## config.mk

```make
export PLATFORM = sky130hd
export DESIGN_NAME = escape_sof_frame_deframer
export DESIGN_NICKNAME = d
export VERILOG_FILES = /design/src/hw/rtl/efd_pkg.sv /design/src/hw/rtl/efd_in_stage.sv /design/src/hw/rtl/efd_decode.sv /design/src/hw/rtl/efd_out_stage.sv /design/src/hw/rtl/escape_sof_frame_deframer.sv
export SDC_FILE = /design/constraint.sdc
export NUM_CORES = 1
export LEC_CHECK = 0
export BUFFER_PORTS_ARGS = -buffer_cell sky130_fd_sc_hd__buf_2
export CAP_MARGIN = 0
export CORE_MARGIN = 3
export CORE_UTILIZATION = 50
export CTS_CLUSTER_DIAMETER = 120
export DETAILED_ROUTE_END_ITERATION = 12
export PLACE_DENSITY = 0.72
export SYNTH_ARGS = -nofsm -noshare
export SYNTH_HDL_FRONTEND = slang
export SYNTH_SLANG_ARGS = --single-unit
```

## constraint.sdc

```tcl
create_clock -name clk -period 2.8 [get_ports clk]
set_clock_uncertainty 0.2 [all_clocks]
set_input_delay 0 -clock clk [delete_from_list [all_inputs] [get_ports clk]]
set_output_delay 0 -clock clk [all_outputs]
set_load 0.02 [all_outputs]
```

## src/hw/rtl/efd_pkg.sv

```systemverilog
// Package: shared codes and types for the escape/start frame deframer.
`timescale 1ns / 1ps

package efd_pkg;

	// Byte and code widths
	localparam int ByteW  = 8;
	localparam int KindW  = 2;
	localparam int PhaseW = 2;
	localparam int IdxW   = 8;

	// Register reset values
	localparam logic [ByteW-1:0] EscapeRst = 8'h48;
	localparam logic [ByteW-1:0] StartRst  = 8'h10;

	// Register indexes
	localparam logic [IdxW-1:0] REG_ESCAPE = 8'd0;
	localparam logic [IdxW-1:0] REG_START  = 8'd1;

	// Hunt/frame phase codes
	localparam logic [PhaseW-1:0] PH_HUNT      = 2'd0;
	localparam logic [PhaseW-1:0] PH_HUNT_ESC  = 2'd1;
	localparam logic [PhaseW-1:0] PH_FRAME     = 2'd2;
	localparam logic [PhaseW-1:0] PH_FRAME_ESC = 2'd3;

	// Result kinds
	localparam logic [KindW-1:0] KIND_DATA  = 2'd0;
	localparam logic [KindW-1:0] KIND_DONE  = 2'd1;
	localparam logic [KindW-1:0] KIND_ABORT = 2'd2;

	// One result beat from the decoder
	typedef struct packed {
		logic             emit;
		logic [KindW-1:0] kind;
		logic [ByteW-1:0] data;
	} res_t;

endpackage

```

## src/hw/rtl/efd_in_stage.sv

```systemverilog
// Input register stage: holds one received byte until the decoder takes it.
`timescale 1ns / 1ps

module efd_in_stage import efd_pkg::*; (
	input  logic             clk,
	input  logic             arst_n,
	input  logic             in_valid,
	output logic             in_ready,
	input  logic [ByteW-1:0] in_byte,
	input  logic             adv,
	output logic             valid_s1,
	output logic [ByteW-1:0] byte_s1
);

	// Free when empty or when the held beat moves on this cycle
	assign in_ready = !valid_s1 || adv;

	// Valid flag
	always_ff @(posedge clk or negedge arst_n) begin
		if (!arst_n) begin
			valid_s1 <= 1'b0;
		end else if (in_ready) begin
			valid_s1 <= in_valid;
		end
	end

	// Payload
	always_ff @(posedge clk) begin
		if (in_valid && in_ready) begin
			byte_s1 <= in_byte;
		end
	end

endmodule

```

## src/hw/rtl/efd_decode.sv

```systemverilog
// Deframing state machine: phase and frame-has-data flags, one byte per step.
`timescale 1ns / 1ps

module efd_decode import efd_pkg::*; (
	input  logic             clk,
	input  logic             arst_n,
	input  logic             step,
	input  logic [ByteW-1:0] byte_s1,
	input  logic [ByteW-1:0] escape_q,
	input  logic [ByteW-1:0] start_q,
	output res_t             res
);

	logic [PhaseW-1:0] phase_q;
	logic [PhaseW-1:0] phase_d;
	logic              has_data_q;
	logic              has_data_d;
	logic              is_esc;
	logic              is_start;

	assign is_esc   = (byte_s1 == escape_q);
	assign is_start = (byte_s1 == start_q);

	// Next state and result; start check wins over escape after an escape
	always_comb begin
		phase_d    = phase_q;
		has_data_d = has_data_q;
		res.emit   = 1'b0;
		res.kind   = KIND_DATA;
		res.data   = '0;
		case (phase_q)
			PH_HUNT: begin
				if (is_esc) begin
					phase_d = PH_HUNT_ESC;
				end
			end
			PH_HUNT_ESC: begin
				if (is_start) begin
					phase_d    = PH_FRAME;
					has_data_d = 1'b0;
				end else begin
					phase_d = PH_HUNT;
				end
			end
			PH_FRAME: begin
				if (is_esc) begin
					phase_d = PH_FRAME_ESC;
				end else begin
					has_data_d = 1'b1;
					res.emit   = 1'b1;
					res.data   = byte_s1;
				end
			end
			PH_FRAME_ESC: begin
				if (is_start) begin
					// close; empty frames report nothing
					phase_d    = PH_HUNT;
					has_data_d = 1'b0;
					res.emit   = has_data_q;
					res.kind   = KIND_DONE;
				end else if (is_esc) begin
					// doubled escape is a literal byte
					phase_d    = PH_FRAME;
					has_data_d = 1'b1;
					res.emit   = 1'b1;
					res.data   = byte_s1;
				end else begin
					phase_d    = PH_HUNT;
					has_data_d = 1'b0;
					res.emit   = has_data_q;
					res.kind   = KIND_ABORT;
				end
			end
			default: begin
				phase_d = PH_HUNT;
			end
		endcase
	end

	// State registers advance only when a byte is consumed
	always_ff @(posedge clk or negedge arst_n) begin
		if (!arst_n) begin
			phase_q    <= PH_HUNT;
			has_data_q <= 1'b0;
		end else if (step) begin
			phase_q    <= phase_d;
			has_data_q <= has_data_d;
		end
	end

endmodule

```

## src/hw/rtl/efd_out_stage.sv

```systemverilog
// Output register stage: holds one result beat until the receiver takes it.
`timescale 1ns / 1ps

module efd_out_stage import efd_pkg::*; (
	input  logic             clk,
	input  logic             arst_n,
	input  logic             load,
	input  res_t             res,
	output logic             free,
	output logic             out_valid,
	input  logic             out_ready,
	output logic [KindW-1:0] out_kind,
	output logic [ByteW-1:0] out_byte
);

	// Room for a new beat when empty or draining this cycle
	assign free = !out_valid || out_ready;

	always_ff @(posedge clk or negedge arst_n) begin
		if (!arst_n) begin
			out_valid <= 1'b0;
		end else if (free) begin
			out_valid <= load && res.emit;
		end
	end

	always_ff @(posedge clk) begin
		if (free && load && res.emit) begin
			out_kind <= res.kind;
			out_byte <= res.data;
		end
	end

endmodule

```

## src/hw/rtl/escape_sof_frame_deframer.sv

```systemverilog
// Top level: escape/start byte-stuffed frame deframer.
//
// Input channel in_valid/in_ready/in_byte carries one received byte per beat.
// Output channel out_valid/out_ready carries at most one result per input
// byte: out_kind is a payload byte (out_byte holds it), frame completed or
// frame aborted (out_byte is zero). Escape then start opens a frame; inside
// it escape-escape is a literal escape byte, escape-start closes, escape then
// anything else aborts. Empty frames report nothing.
// Configuration: cfg_we writes cfg_wdata to register cfg_idx (0 escape byte,
// 1 start byte); other indexes are ignored. Write only while idle.
// Path: an accepted byte waits in the input register, and its result is
// registered in the output register as soon as that register has room.
// Throughput: one byte per cycle while out_ready stays high, set by the single
// decode step between the input register and the output register.
// Reset: clears both stages and returns to hunting with escape 0x48 and
// start 0x10. When the receiver stalls, the output register holds its beat,
// one more byte waits in the input register, then in_ready drops.
`timescale 1ns / 1ps

module escape_sof_frame_deframer import efd_pkg::*; (
	input  logic             clk,
	input  logic             arst_n,
	input  logic             cfg_we,
	input  logic [IdxW-1:0]  cfg_idx,
	input  logic [ByteW-1:0] cfg_wdata,
	input  logic             in_valid,
	output logic             in_ready,
	input  logic [ByteW-1:0] in_byte,
	output logic             out_valid,
	input  logic             out_ready,
	output logic [KindW-1:0] out_kind,
	output logic [ByteW-1:0] out_byte
);

	logic [ByteW-1:0] escape_q;
	logic [ByteW-1:0] start_q;
	logic             valid_s1;
	logic [ByteW-1:0] byte_s1;
	logic             out_free;
	logic             adv;
	res_t             res;

	// Configuration registers
	always_ff @(posedge clk or negedge arst_n) begin
		if (!arst_n) begin
			escape_q <= EscapeRst;
			start_q  <= StartRst;
		end else if (cfg_we) begin
			if (cfg_idx == REG_ESCAPE) begin
				escape_q <= cfg_wdata;
			end
			if (cfg_idx == REG_START) begin
				start_q <= cfg_wdata;
			end
		end
	end

	// Held byte moves on whenever the output register has room
	assign adv = valid_s1 && out_free;

	efd_in_stage u_in (
		.clk      (clk),
		.arst_n   (arst_n),
		.in_valid (in_valid),
		.in_ready (in_ready),
		.in_byte  (in_byte),
		.adv      (adv),
		.valid_s1 (valid_s1),
		.byte_s1  (byte_s1)
	);

	efd_decode u_dec (
		.clk      (clk),
		.arst_n   (arst_n),
		.step     (adv),
		.byte_s1  (byte_s1),
		.escape_q (escape_q),
		.start_q  (start_q),
		.res      (res)
	);

	efd_out_stage u_out (
		.clk       (clk),
		.arst_n    (arst_n),
		.load      (adv),
		.res       (res),
		.free      (out_free),
		.out_valid (out_valid),
		.out_ready (out_ready),
		.out_kind  (out_kind),
		.out_byte  (out_byte)
	);

endmodule

```

==> flow_summary.toml <==
[setup_path]
r2r_start = "u_in.byte_s1[6]"
critPathRequiredTime_ps = 2840
worst_ep_arrival_time_ps = 2520
worstSetupEndpointType = "register"
cp-start-kind = "input port"
r2r_slack_ps = 640
r2r-end = "u_out.out_byte[6]"
path_max_fanout = 8
reg2reg_depth = 5
worst-setup-path-type = "input port to register"

[route]
first_pass_iters = 4
detail_route.iter0.violations = 43
ant_nets = 0
via_per_inst = 5.17
wl_mm = 3.64
drc_errors = 0
vias = 1287
wl_per_cell_um = 14.6

[die]
initial_core_util_pct = 54.7
dieArea_um2 = 4250
ios = 41
core-area_um2 = 3200
die_w_um = 65.2
die_h_um = 65.2
rows = 20

[sta]
drv_slew = 0
fmax_mhz = 404
worst_slack_ps = 324
tns_ps = 0
slew_headroom_pct = 44.6
finalCritPeriodShare_pct = 88.4
timing.hold.ws_ps = 11.3
rsz0062_at_grt = "no"
setup_viol = 0
tightest_slew_ps = 828
hold_violations = 0
period_minus_slack_ps = 2480

[grt]
grt_use_met1_pct = 21.7
grt_overflow = 0
grt_max_degree = 19
grt_pass1_wl_mm = 5.91
grt_pass1_vias = 1265
busiest_layer = "met2"
use_met3_pct = 5.13
globalRouteMet2Util_pct = 33.5
globalRouteTotalUtil_pct = 19.1
antenna_found_initial = 0

[finish]
final_cell_mix = "buf_2 (40), dlygate4sd3_1 (28), dfrtp_1 (18), edfxtp_1 (18)"
final_common_cell = "buf_2"
nets = 233
drive_above_1_share_pct = 34.6
instances_no_fill = 249
syn_to_final_growth_pct = 34.8
diodes = 0

[logic_synthesis]
synth_area_per_cell_um2 = 13.5
yosysTopAreaCell = "edfxtp_1"
muxShareOfSynthArea_pct = 10.3
yosys_most_used_dff = "edfxtp_1"
synth_top_area_share_pct = 30.8
yosys-top-cells-area = "edfxtp_1 (31%), dfrtp_1 (26%), mux2_2 (10%)"
synth_xor_area_share_pct = 7.99
synth_compound_area_share_pct = 8.07
syn_nets = 159
synth_area_um2 = 1750
synthArstFlopShare_pct = 53.8
synth_simple_gate_area_share_pct = 9.42
synth_cells = 130
ys_ff_latch = 39
synth_edf_count = 18
synth_fa_ha_area_share_pct = 0
synth_warnings = 0
synth_top_family_by_area = "multiplexers"
synth_cell_types = 34
ys_seq_area_share_pct = 61.0

[power_and_ir_drop]
power.total_uw = 1120
leakagePower_uw = 0.000982
irDropWorstVdd_mv = 0.268
p_per_area_nw_per_um2 = 473

[clock_network]
clock_latency_ps = 340
htreeDepth = 2
cts.sinks = 39
hold_buffers = 28
numCtsBuffers = 5
cts_root_buf = "clkbuf_4"
tritoncts = "built"
cts.clk_slew.worst_paths_ps = 120
cts_setup_buffers = 0
cts.path.max_buffers = 2
cts_resized = 0

[placement]
port_buffers = 40
post-place-ws_ps = 703
dp_hpwl_mm = 2.61
gp_congestion = 0.839
dp_cells = 213

[outcome]
outcome = "finished, final reports clean"

[worst_hold_path]
min_to = "start_q[2]"
min-delay-start = "cfg_idx[1]"
holdPathStages = 4
hold_path.class = "input port to register"

[job]
maxCapViolCount = 0
-- through the flow --
step | util (%) | instance area, um2
after global routing | 73.8 | 2360
after CTS | 73.8 | 2360
final | 73.8 | 2360
after global placement | 62.5 | 2000
after floorplan | - | 1750
after detailed placement | 62.5 | 2000
-- routing by layer --
| metal | vias to the layer above | part of all wire, % |
|---|---|---|
| met5 | - | 0 |
| met1 | 601 | 42 |
| li1 | 627 | - |
| met3 | 5 | 5.6 |
| met2 | 54 | 52 |
| met4 | 0 | 1.3 |
-- sequential cells by signal (all words and copies together), names as in the netlist --
signal and count:
start_q 8, u_in.valid_s1 1, u_out.out_valid 1, escape_q 8, u_dec.has_data_q 1, u_out.out_kind 2, u_in.byte_s1 8, u_out.out_byte 8
u_dec.phase_q 2
-- synth_stat cells (2+ instances only) --
cell      number
a211oi_1       8
and4_1         2
dfrtp_1       18
dfstp_2        3
edfxtp_1      18
inv_1         10
mux2_2        16
nand2_1        5
nand2b_1       2
nand3_1        2
nand4_1        4
nor2_1         4
nor3_1         2
xnor2_1       16
-- area by class of cell --
class | count | area (um2)
Tap cell | 44 | 55.1
Clock inverter | 1 | 5.00
Multi-Input combinational cell | 78 | 627
Clock buffer | 7 | 76.3
Inverter | 11 | 41.3
Timing Repair Buffer | 69 | 488
Fill cell | 244 | 841
Sequential cell | 39 | 1070
-- worst max-delay path, stage by stage --
cell	delay [ps]
dlygate4sd3_1	540
buf_2	120
nor2_1	100
dlygate4sd3_1	570
nand4_2	280
mux2_2	360
dlygate4sd3_1	550
-- worst max-delay path by stage --
stage / end / cells after the start / start / slack, ps
after floorplan: u_out.out_byte[0] / 4 / escape_q[6] / 540
after global placement: u_out.out_byte[1] / 4 / start_q[4] / 760
after detailed placement: u_out.out_byte[5] / 5 / u_in.byte_s1[6] / 700
after CTS: start_q[5] / 7 / cfg_idx[6] / 350
after global routing: start_q[5] / 7 / cfg_idx[6] / 240
final: start_q[7] / 7 / cfg_idx[6] / 320
-- report_power, final --
part           switching (uW)  internal (uW)  total, uW  leakage, uW
Sequential               20.2            622        642     0.000420
Clock                     185            175        360    0.0000464
Combinational            45.8           69.9        116     0.000516
Total                     251            867       1120     0.000982
-- cell families (layout without fill, tap and decap cells) --
logic type | Yosys count | after routing
flops | 39 | 39
simple gates | 28 | 28
compound gates | 18 | 18
xor+xnor | 16 | 16
mux | 16 | 16
buf+inv | 13 | 88
Note: power is estimated with default switching activity, not from simulation.
